File: src/hdl/sdse_pkg.sv
`timescale 1ns / 1ps
// Package: shared types, constants and expansion functions for the dot-stuffing encoder.
package sdse_pkg;

   localparam int QUEUE_DEPTH    = 4;
   localparam int CSR_ADDR_WIDTH = 3;
   localparam int CSR_DATA_WIDTH = 32;

   // register index sits in paddr[2] (byte address 4*i)
   localparam logic CSR_IDX_CRLF_ALWAYS = 1'b0;

   localparam logic OP_DATA   = 1'b0;
   localparam logic OP_FINISH = 1'b1;

   localparam logic [7:0] CH_CR  = 8'h0D;
   localparam logic [7:0] CH_LF  = 8'h0A;
   localparam logic [7:0] CH_DOT = 8'h2E;
   localparam logic [7:0] CH_NUL = 8'h00;

   typedef struct packed {
      logic       opcode;
      logic [7:0] data_byte;
   } req_type;

   typedef struct packed {
      logic [7:0] out_byte;
      logic       last;
      logic       error;
   } rsp_type;

   typedef enum logic [2:0] {
      LS_START = 3'd0,
      LS_MID   = 3'd1,
      LS_CR    = 3'd2,
      LS_CRLF  = 3'd3,
      LS_DONE  = 3'd4
   } line_state_type;

   // what the back end has to send for one transaction
   typedef enum logic [2:0] {
      CK_BYTE   = 3'd0,  // the byte itself
      CK_DOT2   = 3'd1,  // stuffed dot
      CK_CRLF   = 3'd2,  // bare LF widened to CR LF
      CK_TERM_S = 3'd3,  // . CR LF
      CK_TERM_L = 3'd4,  // CR LF . CR LF
      CK_ERR    = 3'd5   // data after finish
   } cmd_kind_type;

   typedef struct packed {
      cmd_kind_type kind;
      logic [7:0]   data;
   } cmd_type;

   typedef struct packed {
      logic    valid;
      cmd_type cmd;
   } cmd_push_type;

   typedef struct packed {
      logic    empty;
      cmd_type cmd;
   } cmd_head_type;

   function automatic logic [2:0] cmd_len(input cmd_kind_type kind);
      logic [2:0] n;
      case (kind)
         CK_DOT2:   n = 3'd2;
         CK_CRLF:   n = 3'd2;
         CK_TERM_S: n = 3'd3;
         CK_TERM_L: n = 3'd5;
         default:   n = 3'd1;
      endcase
      return n;
   endfunction

   function automatic logic [7:0] cmd_byte(input cmd_kind_type kind, input logic [2:0] idx,
                                           input logic [7:0] data);
      logic [7:0] b;
      case (kind)
         CK_BYTE: b = data;
         CK_DOT2: b = CH_DOT;
         CK_CRLF: b = (idx == 3'd0) ? CH_CR : CH_LF;
         CK_TERM_S: begin
            case (idx)
               3'd0:    b = CH_DOT;
               3'd1:    b = CH_CR;
               default: b = CH_LF;
            endcase
         end
         CK_TERM_L: begin
            case (idx)
               3'd0:    b = CH_CR;
               3'd1:    b = CH_LF;
               3'd2:    b = CH_DOT;
               3'd3:    b = CH_CR;
               default: b = CH_LF;
            endcase
         end
         default: b = CH_NUL;
      endcase
      return b;
   endfunction

endpackage

File: src/hdl/sdse_front.sv
`timescale 1ns / 1ps
// Front end: accepts input transactions, tracks line state, classifies each into a command.
module sdse_front
   import sdse_pkg::*;
(
   input  logic         clock,
   input  logic         reset,
   input  logic         accept,
   input  req_type      req_item,
   input  logic         crlf_always,
   output cmd_push_type push_out
);

   line_state_type state_ff, state_in;

   always_comb begin
      state_in = state_ff;
      if (accept) begin
         case (state_ff)
            LS_START, LS_MID, LS_CR, LS_CRLF: begin
               if (req_item.opcode == OP_FINISH) begin
                  state_in = LS_DONE;
               end else if (req_item.data_byte == CH_LF) begin
                  state_in = LS_CRLF;
               end else if (req_item.data_byte == CH_CR) begin
                  state_in = LS_CR;
               end else begin
                  state_in = LS_MID;
               end
            end
            default: state_in = LS_DONE;
         endcase
      end
   end

   always_comb begin
      push_out.valid    = accept;
      push_out.cmd.kind = CK_BYTE;
      push_out.cmd.data = req_item.data_byte;
      case (state_ff)
         LS_START, LS_MID, LS_CR, LS_CRLF: begin
            if (req_item.opcode == OP_FINISH) begin
               push_out.cmd.kind = (state_ff == LS_CRLF && !crlf_always) ?
                                   CK_TERM_S : CK_TERM_L;
            end else if (req_item.data_byte == CH_LF) begin
               push_out.cmd.kind = (state_ff == LS_CR) ? CK_BYTE : CK_CRLF;
            end else if (req_item.data_byte == CH_DOT &&
                         (state_ff == LS_START || state_ff == LS_CRLF)) begin
               push_out.cmd.kind = CK_DOT2;
            end
         end
         default: begin
            // finished: data is flagged, a repeated finish sends nothing
            push_out.cmd.kind = CK_ERR;
            push_out.valid    = accept && (req_item.opcode == OP_DATA);
         end
      endcase
   end

   always_ff @(posedge clock) begin
      if (reset) begin
         state_ff <= LS_START;
      end else begin
         state_ff <= state_in;
      end
   end

endmodule

File: src/hdl/sdse_queue.sv
`timescale 1ns / 1ps
// Command queue between front and back end.
module sdse_queue
   import sdse_pkg::*;
#(
   parameter int Depth = QUEUE_DEPTH
) (
   input  logic         clock,
   input  logic         reset,
   input  cmd_push_type push_in,
   output logic         full,
   input  logic         pop,
   output cmd_head_type head
);

   localparam int PtrWidth = (Depth > 1) ? $clog2(Depth) : 1;
   localparam int CntWidth = $clog2(Depth + 1);
   localparam logic [PtrWidth-1:0] LastPtr = PtrWidth'(Depth - 1);
   localparam logic [CntWidth-1:0] FullCnt = CntWidth'(Depth);

   cmd_type               slot_ff [Depth];
   logic [PtrWidth-1:0]   wr_ptr_ff, wr_ptr_in;
   logic [PtrWidth-1:0]   rd_ptr_ff, rd_ptr_in;
   logic [CntWidth-1:0]   count_ff, count_in;
   logic                  do_push, do_pop;

   assign full       = (count_ff == FullCnt);
   assign head.empty = (count_ff == '0);
   assign head.cmd   = slot_ff[rd_ptr_ff];

   assign do_push = push_in.valid && !full;
   assign do_pop  = pop && !head.empty;

   always_comb begin
      wr_ptr_in = wr_ptr_ff;
      rd_ptr_in = rd_ptr_ff;
      count_in  = count_ff;
      if (do_push) begin
         wr_ptr_in = (wr_ptr_ff == LastPtr) ? '0 : wr_ptr_ff + 1'b1;
      end
      if (do_pop) begin
         rd_ptr_in = (rd_ptr_ff == LastPtr) ? '0 : rd_ptr_ff + 1'b1;
      end
      if (do_push && !do_pop) begin
         count_in = count_ff + 1'b1;
      end else if (do_pop && !do_push) begin
         count_in = count_ff - 1'b1;
      end
   end

   always_ff @(posedge clock) begin
      if (reset) begin
         wr_ptr_ff <= '0;
         rd_ptr_ff <= '0;
         count_ff  <= '0;
      end else begin
         wr_ptr_ff <= wr_ptr_in;
         rd_ptr_ff <= rd_ptr_in;
         count_ff  <= count_in;
      end
   end

   always_ff @(posedge clock) begin
      if (do_push) begin
         slot_ff[wr_ptr_ff] <= push_in.cmd;
      end
   end

endmodule

File: src/hdl/sdse_back.sv
`timescale 1ns / 1ps
// Back end: expands queued commands into the output register, a byte per cycle unless stalled.
module sdse_back
   import sdse_pkg::*;
(
   input  logic         clock,
   input  logic         reset,
   input  cmd_head_type head,
   output logic         head_pop,
   output logic         empty,
   input  logic         pop,
   output rsp_type      rsp_item
);

   logic [2:0] idx_ff, idx_in;
   logic       valid_ff, valid_in;
   rsp_type    out_ff, out_in;
   logic       emit, is_last;

   // output register free this cycle, or being drained
   assign emit     = !head.empty && (!valid_ff || pop);
   assign is_last  = (idx_ff == cmd_len(head.cmd.kind) - 3'd1);
   assign head_pop = emit && is_last;
   assign empty    = !valid_ff;
   assign rsp_item = out_ff;

   always_comb begin
      idx_in   = idx_ff;
      valid_in = valid_ff && !pop;
      out_in   = out_ff;
      if (emit) begin
         valid_in        = 1'b1;
         out_in.out_byte = cmd_byte(head.cmd.kind, idx_ff, head.cmd.data);
         out_in.last     = is_last;
         out_in.error    = (head.cmd.kind == CK_ERR);
         idx_in          = is_last ? 3'd0 : idx_ff + 3'd1;
      end
   end

   always_ff @(posedge clock) begin
      if (reset) begin
         idx_ff   <= '0;
         valid_ff <= 1'b0;
      end else begin
         idx_ff   <= idx_in;
         valid_ff <= valid_in;
      end
   end

   always_ff @(posedge clock) begin
      out_ff <= out_in;
   end

endmodule

File: src/hdl/smtp_dot_stuffing_encoder.sv
`timescale 1ns / 1ps
// Top level: dot-stuffing encoder with CSR port, front end, command queue and back end.
//
//   channel   direction  handshake                       payload
//   request   in         push / full                     req_item (req_type)
//   response  out        empty / pop                     rsp_item (rsp_type)
//   csr       in/out     psel penable pwrite pready      paddr pwdata prdata
//
// The back end sends one byte per cycle while the output register is free or popped; an item yields
// one byte for a plain byte, two for a stuffed dot or widened LF, and three or five on finish,
// so a plain byte stream runs at one item per cycle while the output keeps being popped.
// The front end classifies in the accept cycle and runs ahead through the command queue.
// Reset clears line state, queue, output valid flag and the CSR.
// A pop held low stalls only the back end; full rises once the queue has filled.
module smtp_dot_stuffing_encoder
   import sdse_pkg::*;
#(
   parameter int QueueDepth = QUEUE_DEPTH
) (
   input  logic                      clock,
   input  logic                      reset,
   input  logic                      push,
   output logic                      full,
   input  req_type                   req_item,
   output logic                      empty,
   input  logic                      pop,
   output rsp_type                   rsp_item,
   input  logic                      psel,
   input  logic                      penable,
   input  logic                      pwrite,
   input  logic [CSR_ADDR_WIDTH-1:0] paddr,
   input  logic [CSR_DATA_WIDTH-1:0] pwdata,
   output logic [CSR_DATA_WIDTH-1:0] prdata,
   output logic                      pready
);

   logic         force_ff, force_in;
   logic         csr_hit;
   logic         accept;
   logic         head_pop;
   cmd_push_type push_cmd;
   cmd_head_type head;

   assign pready  = 1'b1;
   assign csr_hit = (paddr[2] == CSR_IDX_CRLF_ALWAYS);
   assign prdata  = csr_hit ? {{(CSR_DATA_WIDTH-1){1'b0}}, force_ff} : '0;

   always_comb begin
      force_in = force_ff;
      if (psel && penable && pwrite && pready && csr_hit) begin
         force_in = pwdata[0];
      end
   end

   always_ff @(posedge clock) begin
      if (reset) begin
         force_ff <= 1'b0;
      end else begin
         force_ff <= force_in;
      end
   end

   assign accept = push && !full;

   sdse_front u_front (
      .clock       (clock),
      .reset       (reset),
      .accept      (accept),
      .req_item    (req_item),
      .crlf_always (force_ff),
      .push_out    (push_cmd)
   );

   sdse_queue #(
      .Depth (QueueDepth)
   ) u_queue (
      .clock   (clock),
      .reset   (reset),
      .push_in (push_cmd),
      .full    (full),
      .pop     (head_pop),
      .head    (head)
   );

   sdse_back u_back (
      .clock    (clock),
      .reset    (reset),
      .head     (head),
      .head_pop (head_pop),
      .empty    (empty),
      .pop      (pop),
      .rsp_item (rsp_item)
   );

endmodule
File: config.mk
export PLATFORM = sky130hd
export DESIGN_NAME = smtp_dot_stuffing_encoder
export DESIGN_NICKNAME = d
export VERILOG_FILES = /design/src/hdl/sdse_pkg.sv /design/src/hdl/sdse_front.sv /design/src/hdl/sdse_queue.sv /design/src/hdl/sdse_back.sv /design/src/hdl/smtp_dot_stuffing_encoder.sv
export SDC_FILE = /design/constraint.sdc
export NUM_CORES = 1
export LEC_CHECK = 0
export BUFFER_PORTS_ARGS = -buffer_cell sky130_fd_sc_hd__buf_4
export CAP_MARGIN = 20
export CORE_UTILIZATION = 30
export CTS_CLUSTER_DIAMETER = 120
export DETAILED_ROUTE_END_ITERATION = 8
export GPL_ROUTABILITY_DRIVEN = 0
export MAX_ROUTING_LAYER = met4
export SYNTH_ARGS = -nofsm -noshare
export SYNTH_HDL_FRONTEND = slang
export SYNTH_SLANG_ARGS = --single-unit
File: constraint.sdc
create_clock -name clock -period 3.85 [get_ports clock]
set_input_delay 0.5775 -clock clock [delete_from_list [all_inputs] [get_ports clock]]
set_output_delay 0.5775 -clock clock [all_outputs]
set_load 0.005 [all_outputs]
# Word level (Yosys, flattened, before mapping)

Memory sizes are Yosys's and may differ from the RTL's. A register that Yosys moved wholly into a read port is not among the register bits.
Cells that the tools add are included.

Register bits after elaboration: 25
Bits in latches: 0
Memory bits (writable): 44
ROM bits: 0
Input bits: 51
Logic and storage cells: 95
Memories: 1

$add $sub $neg: 6
$mul: 0
Divide/modulo/power cells: 0
Order comparisons: 0
Eq/ne operators: 18
Shift operators: 0
Multiplexer cells: 27
Bitwise operators: 2
Reductions and logical operators: 31

Memory list:

| name            | words | width | read ports | clocked after Yosys merged registers in | wr ports | RTL line         | RTL |
|---|---|---|---|---|---|---|---|
| u_queue.slot_ff | 4     | 11    | 1          | 1                                       | 1        | sdse_queue.sv:21 | `cmd_type slot_ff [Depth];` |

Operator list:

| operator            | count |
|---|---|
| $pmux 8 s5          | 1 |
| $mux 3              | 11 |
| $pmux 6 s2          | 2 |
| $eq 3x2->1 const B  | 6 |
| $eq 8x4->1 const B  | 2 |
| $logic_and 1x1->1   | 14 |
| $logic_not 3->1     | 4 |
| $mux 2              | 6 |
| $eq 3x1->1 const B  | 3 |
| $eq 3x3->1 const B  | 3 |
| $pmux 3 s3          | 1 |
| $eq 8x6->1 const B  | 1 |
| $logic_not 1->1     | 7 |
| $add 3x1->3 const B | 2 |
| $mux 1              | 6 |
| $sub 3x1->3 const B | 2 |
| $add 2x1->2 const B | 2 |
| $eq 2x2->1 const B  | 2 |
| $reduce_or 2->1     | 2 |
| $reduce_or 4->1     | 1 |
| $eq 3x3->1          | 1 |
| $logic_or 1x1->1    | 2 |
| $not 1->1           | 2 |
| $reduce_bool 2->1   | 1 |

# Longest topological paths before layout

Depth in word-level cells: 10
Mapped depth: 14
Gate-level depth less buffers: 12

# Hierarchy

Synthesis repeated with hierarchy kept, for this count alone.

Cell total of the unflattened synthesis: 273
Area, all modules: 3,564.7 µm²

By module, submodules not included:

| module                    | times used | cells each | area an instance (µm²) | seq. area each (µm²) |
|---|---|---|---|---|
| sdse_queue                | 1          | 107        | 2,073.2                | 1,501.4 |
| sdse_back                 | 1          | 89         | 883.3                  | 380.4 |
| smtp_dot_stuffing_encoder | 1          | 41         | 315.3                  | 20.0 |
| sdse_front                | 1          | 36         | 292.8                  | 60.1 |

# Worst setup path after synthesis

OpenSTA, ideal clock, no wires.

Kind: reg2reg
From: register with a tool-made name
To: register u_queue.count_ff[2]
Setup time: 0.070 ns
Data arrival time: 2.905 ns
Path slack: 0.875 ns
Cell stages (with the launch flop): 14
Buffers on the path: 1
Clock period less this slack: 2.975 ns
Path through: dfxtp_1 -> buf_6 -> mux4_2 -> or2_1 -> nand4_1 -> o2111a_2 -> clkinv_1 -> nand2_1 -> ha_1 -> inv_1 -> fa_1 -> xor2_1 -> or3_1 -> a21oi_1

RTL lines:

| item                 | RTL line         | RTL |
|---|---|---|
| to (signal assigned) | sdse_queue.sv:59 | `count_ff <= count_in;` |
| to (decl)            | sdse_queue.sv:24 | `logic [CntWidth-1:0] count_ff, count_in;` |

==> results.cfg <==
[logic_synthesis]
yosysMostFrequentCell = edfxtp_1
synth_common_cells = 54 x edfxtp_1, 32 x buf_4, 20 x nor2_1
seq_area_frac_synth_pct = 56.6
ys_warn_count = 0
synth_largest_area_cell = edfxtp_1
postSynthAreaPerCell_um2 = 12.6
ys_async_sr_fraction_pct = 0
synth.distinct_cells = 48
ys_seq_elements = 71
ys.flop_type = edfxtp_1
synth_edf_count = 54
yosysTopAreaCellShare_pct = 46.8
synth_area_leaders = edfxtp_1 47%, dfxtp_1 9.8%, mux4_2 7.2%
syn_area_um2 = 3460
postSynthCellCount = 276

[grt]
grt_use_total_pct = 11.0
grt_max_degree = 16
grt_first_pass_wirelength_um = 9380
grt_pass1_vias = 1975
grt_overflow = 0
grt_antenna_before_repair = 0

[clocking]
clkSlewWorstSetupHoldPaths_ns = 0.06
post-cts-setup-buffers = 0
cts_tree = built
cts_buffers = 9
root_buffer = clkbuf_16
clkLatencyLatePin_ns = 0.33
clock-sinks = 71
post_cts_resized = 0
clockBufferDepth = 2
cts_hold_buf = 0
cts-htree-levels = 3

[placement]
portBuffers = 30
dp_hpwl_um = 4150
place_inst = 440
place_ws_ns = 0.614
placed_area_um2 = 3720

[timing]
hold_violations = 0
timing.fmax_mhz = 309
maxSlewViolCount = 0
clock-skew-final_ns = 0.00743
setup_tns_ns = 0
tightest_slew_ns = 0.605
period_needed_ns = 3.24
setup_viol = 0
slew_headroom_pct = 59.7
rsz0062_at_grt = no
postLayoutSetupSlackWorst_ns = 0.613
fin_crit_sh_pct = 84.1
whs_ns = 0.453

[drt]
routed_via_density = 4.50
vias = 2049
drt_first_iter_violations = 70
ant_nets = 0
finalWirelength_um = 5830
drcViolationCount = 0
drt-pass1-iter-count = 4
wire_per_inst_um = 12.8

[final_layout]
finalNetCount = 374
diodes = 0
layout-drive-gt1-share_pct = 19.7
regArea_um2 = 1960
multi_input_area_um2 = 1290
n_fill_cell = 1076
layout.cells.non_filler = 455
fin_area_um2 = 4060
syn2layout_area_growth_pct = 17.2

[setup_path]
r2r-end = u_queue.count_ff[2]
worstPathMaxFanout = 9
crit_type = reg -> reg
end_kind = flip-flop
crit_path_start_kind = flip-flop
cp.required_ns = 4.11
r2r_cells = 12
r2r_setup_slack_ns = 0.61
worstPathArrival_ns = 3.50

[floorplan]
rows = 38
pin_count = 96
chipWidth_um = 109
initial_utilization_pct = 31.4
design.core.area_um2 = 11000
dieArea_um2 = 12000
die_h_um = 109

[min_path]
hold_class = in -> reg
min_to = u_queue.slot_ff[0][4]
holdPathStages = 1
worstHoldStart = req_item[4]

[pwr]
p_leak_uw = 0.00152
p_per_area_nw_per_um2 = 711
ir_drop_v = 0.000283

[run_status]
outcome = completed

[flow_run]
max_cap_viol_count = 0
-- cell type report --
class                      count  share of cell area, %
tap                          140                   4.31
timing repair buffer          33                   6.10
inverter                      13                   1.20
sequential                    71                   48.3
multi-input combinational    183                   31.8
clock buffer                  10                   5.64
clock inverter                 5                   2.62
-- state kept, by name, summed over array words and instances (netlist names), named ones only --
signal / flops
force_ff: 1
u_queue.rd_ptr_ff: 2
u_back.idx_ff: 3
u_queue.slot_ff: 44
u_queue.wr_ptr_ff: 2
u_back.valid_ff: 1
u_queue.count_ff: 3
u_back.rsp_item: 10
u_front.state_ff: 3
-- worst max-delay path, stage by stage, from the launching register on --
cell and delay [ns]:
dfxtp_1 0.44, mux4_2 0.65, or2_1 0.30, nand4_1 0.10
o2111a_2 0.25, clkinv_1 0.11, nand2_1 0.08, ha_1 0.18
inv_1 0.06, fa_1 0.37, xor2_1 0.18, or3_1 0.30
a21oi_1 0.14
-- power breakdown --
| group | leakage, uW | internal [uW] | switching (uW) |
|---|---|---|---|
| clock | 0.000159 | 631 | 301 |
| combinational | 0.000717 | 398 | 462 |
| sequential | 0.000640 | 1010 | 83.8 |
| total | 0.00152 | 2040 | 847 |
-- logic make-up after synthesis --
| group | share of synthesized area (%) |
|---|---|
| AO/OA/AOI/OAI | 7.44 |
| XOR/XNOR | 2.02 |
| adder cells (fa/ha/maj) | 4.55 |
| buffers and inverters | 9.35 |
| flip-flops | 56.6 |
| multiplexers | 8.31 |
| other | 0.217 |
| AND/OR/NAND/NOR | 11.5 |
-- stage by stage --
| step | power, uW | util, % |
|---|---|---|
| finish | 2890 | 36.8 |
| global placement | 1960 | 33.8 |
| global route | 3060 | 36.8 |
| floorplan | 1720 | - |
| detailed placement | 1990 | 33.8 |
| CTS | 2930 | 36.8 |
-- metal layers --
| metal | share of wire, % | vias to the layer above | track usage [%] | wire length [um] |
|---|---|---|---|---|
| met5 | 0 | - | - | 0 |
| met4 | 1.9 | 0 | 5.71 | 109 |
| met3 | 4.3 | 9 | 3.38 | 249 |
| met2 | 51 | 59 | 18.3 | 2980 |
| met1 | 43 | 974 | 11.8 | 2490 |
| li1 | - | 1007 | - | - |
-- worst max path at each step --
stage | to | slack (ns) | cells after the start
floorplan | u_queue.count_ff[2] | 0.88 | 13
global placement | u_queue.count_ff[2] | 0.62 | 12
detailed placement | u_queue.count_ff[2] | 0.61 | 12
CTS | u_queue.count_ff[2] | 0.58 | 12
global route | u_queue.count_ff[2] | 0.39 | 12
finish | u_queue.count_ff[2] | 0.61 | 12
-- cells in the final DEF (no fill, tap or decap), types with 2 or more instances in the layout --
master     count
o21ai_0        9
ha_1          11
nand4b_1       2
inv_1         12
edfxtp_1      54
dfxtp_1       17
mux2i_1        4
xor2_1         4
clkbuf_16      9
o22ai_1        2
nor2b_1        9
xnor2_1        4
or3_1          3
nand3_1        5
nor3_1         3
a31oi_1        2
and2_1         4
a21oi_1       15
nand2b_1       7
bufinv_16      3
buf_4         33
nand4_1        2
nor2_1        20
mux4_2        11
conb_1        32
nand2_1       13
a21o_1         2
Note: power is estimated with default switching activity, not from simulation.
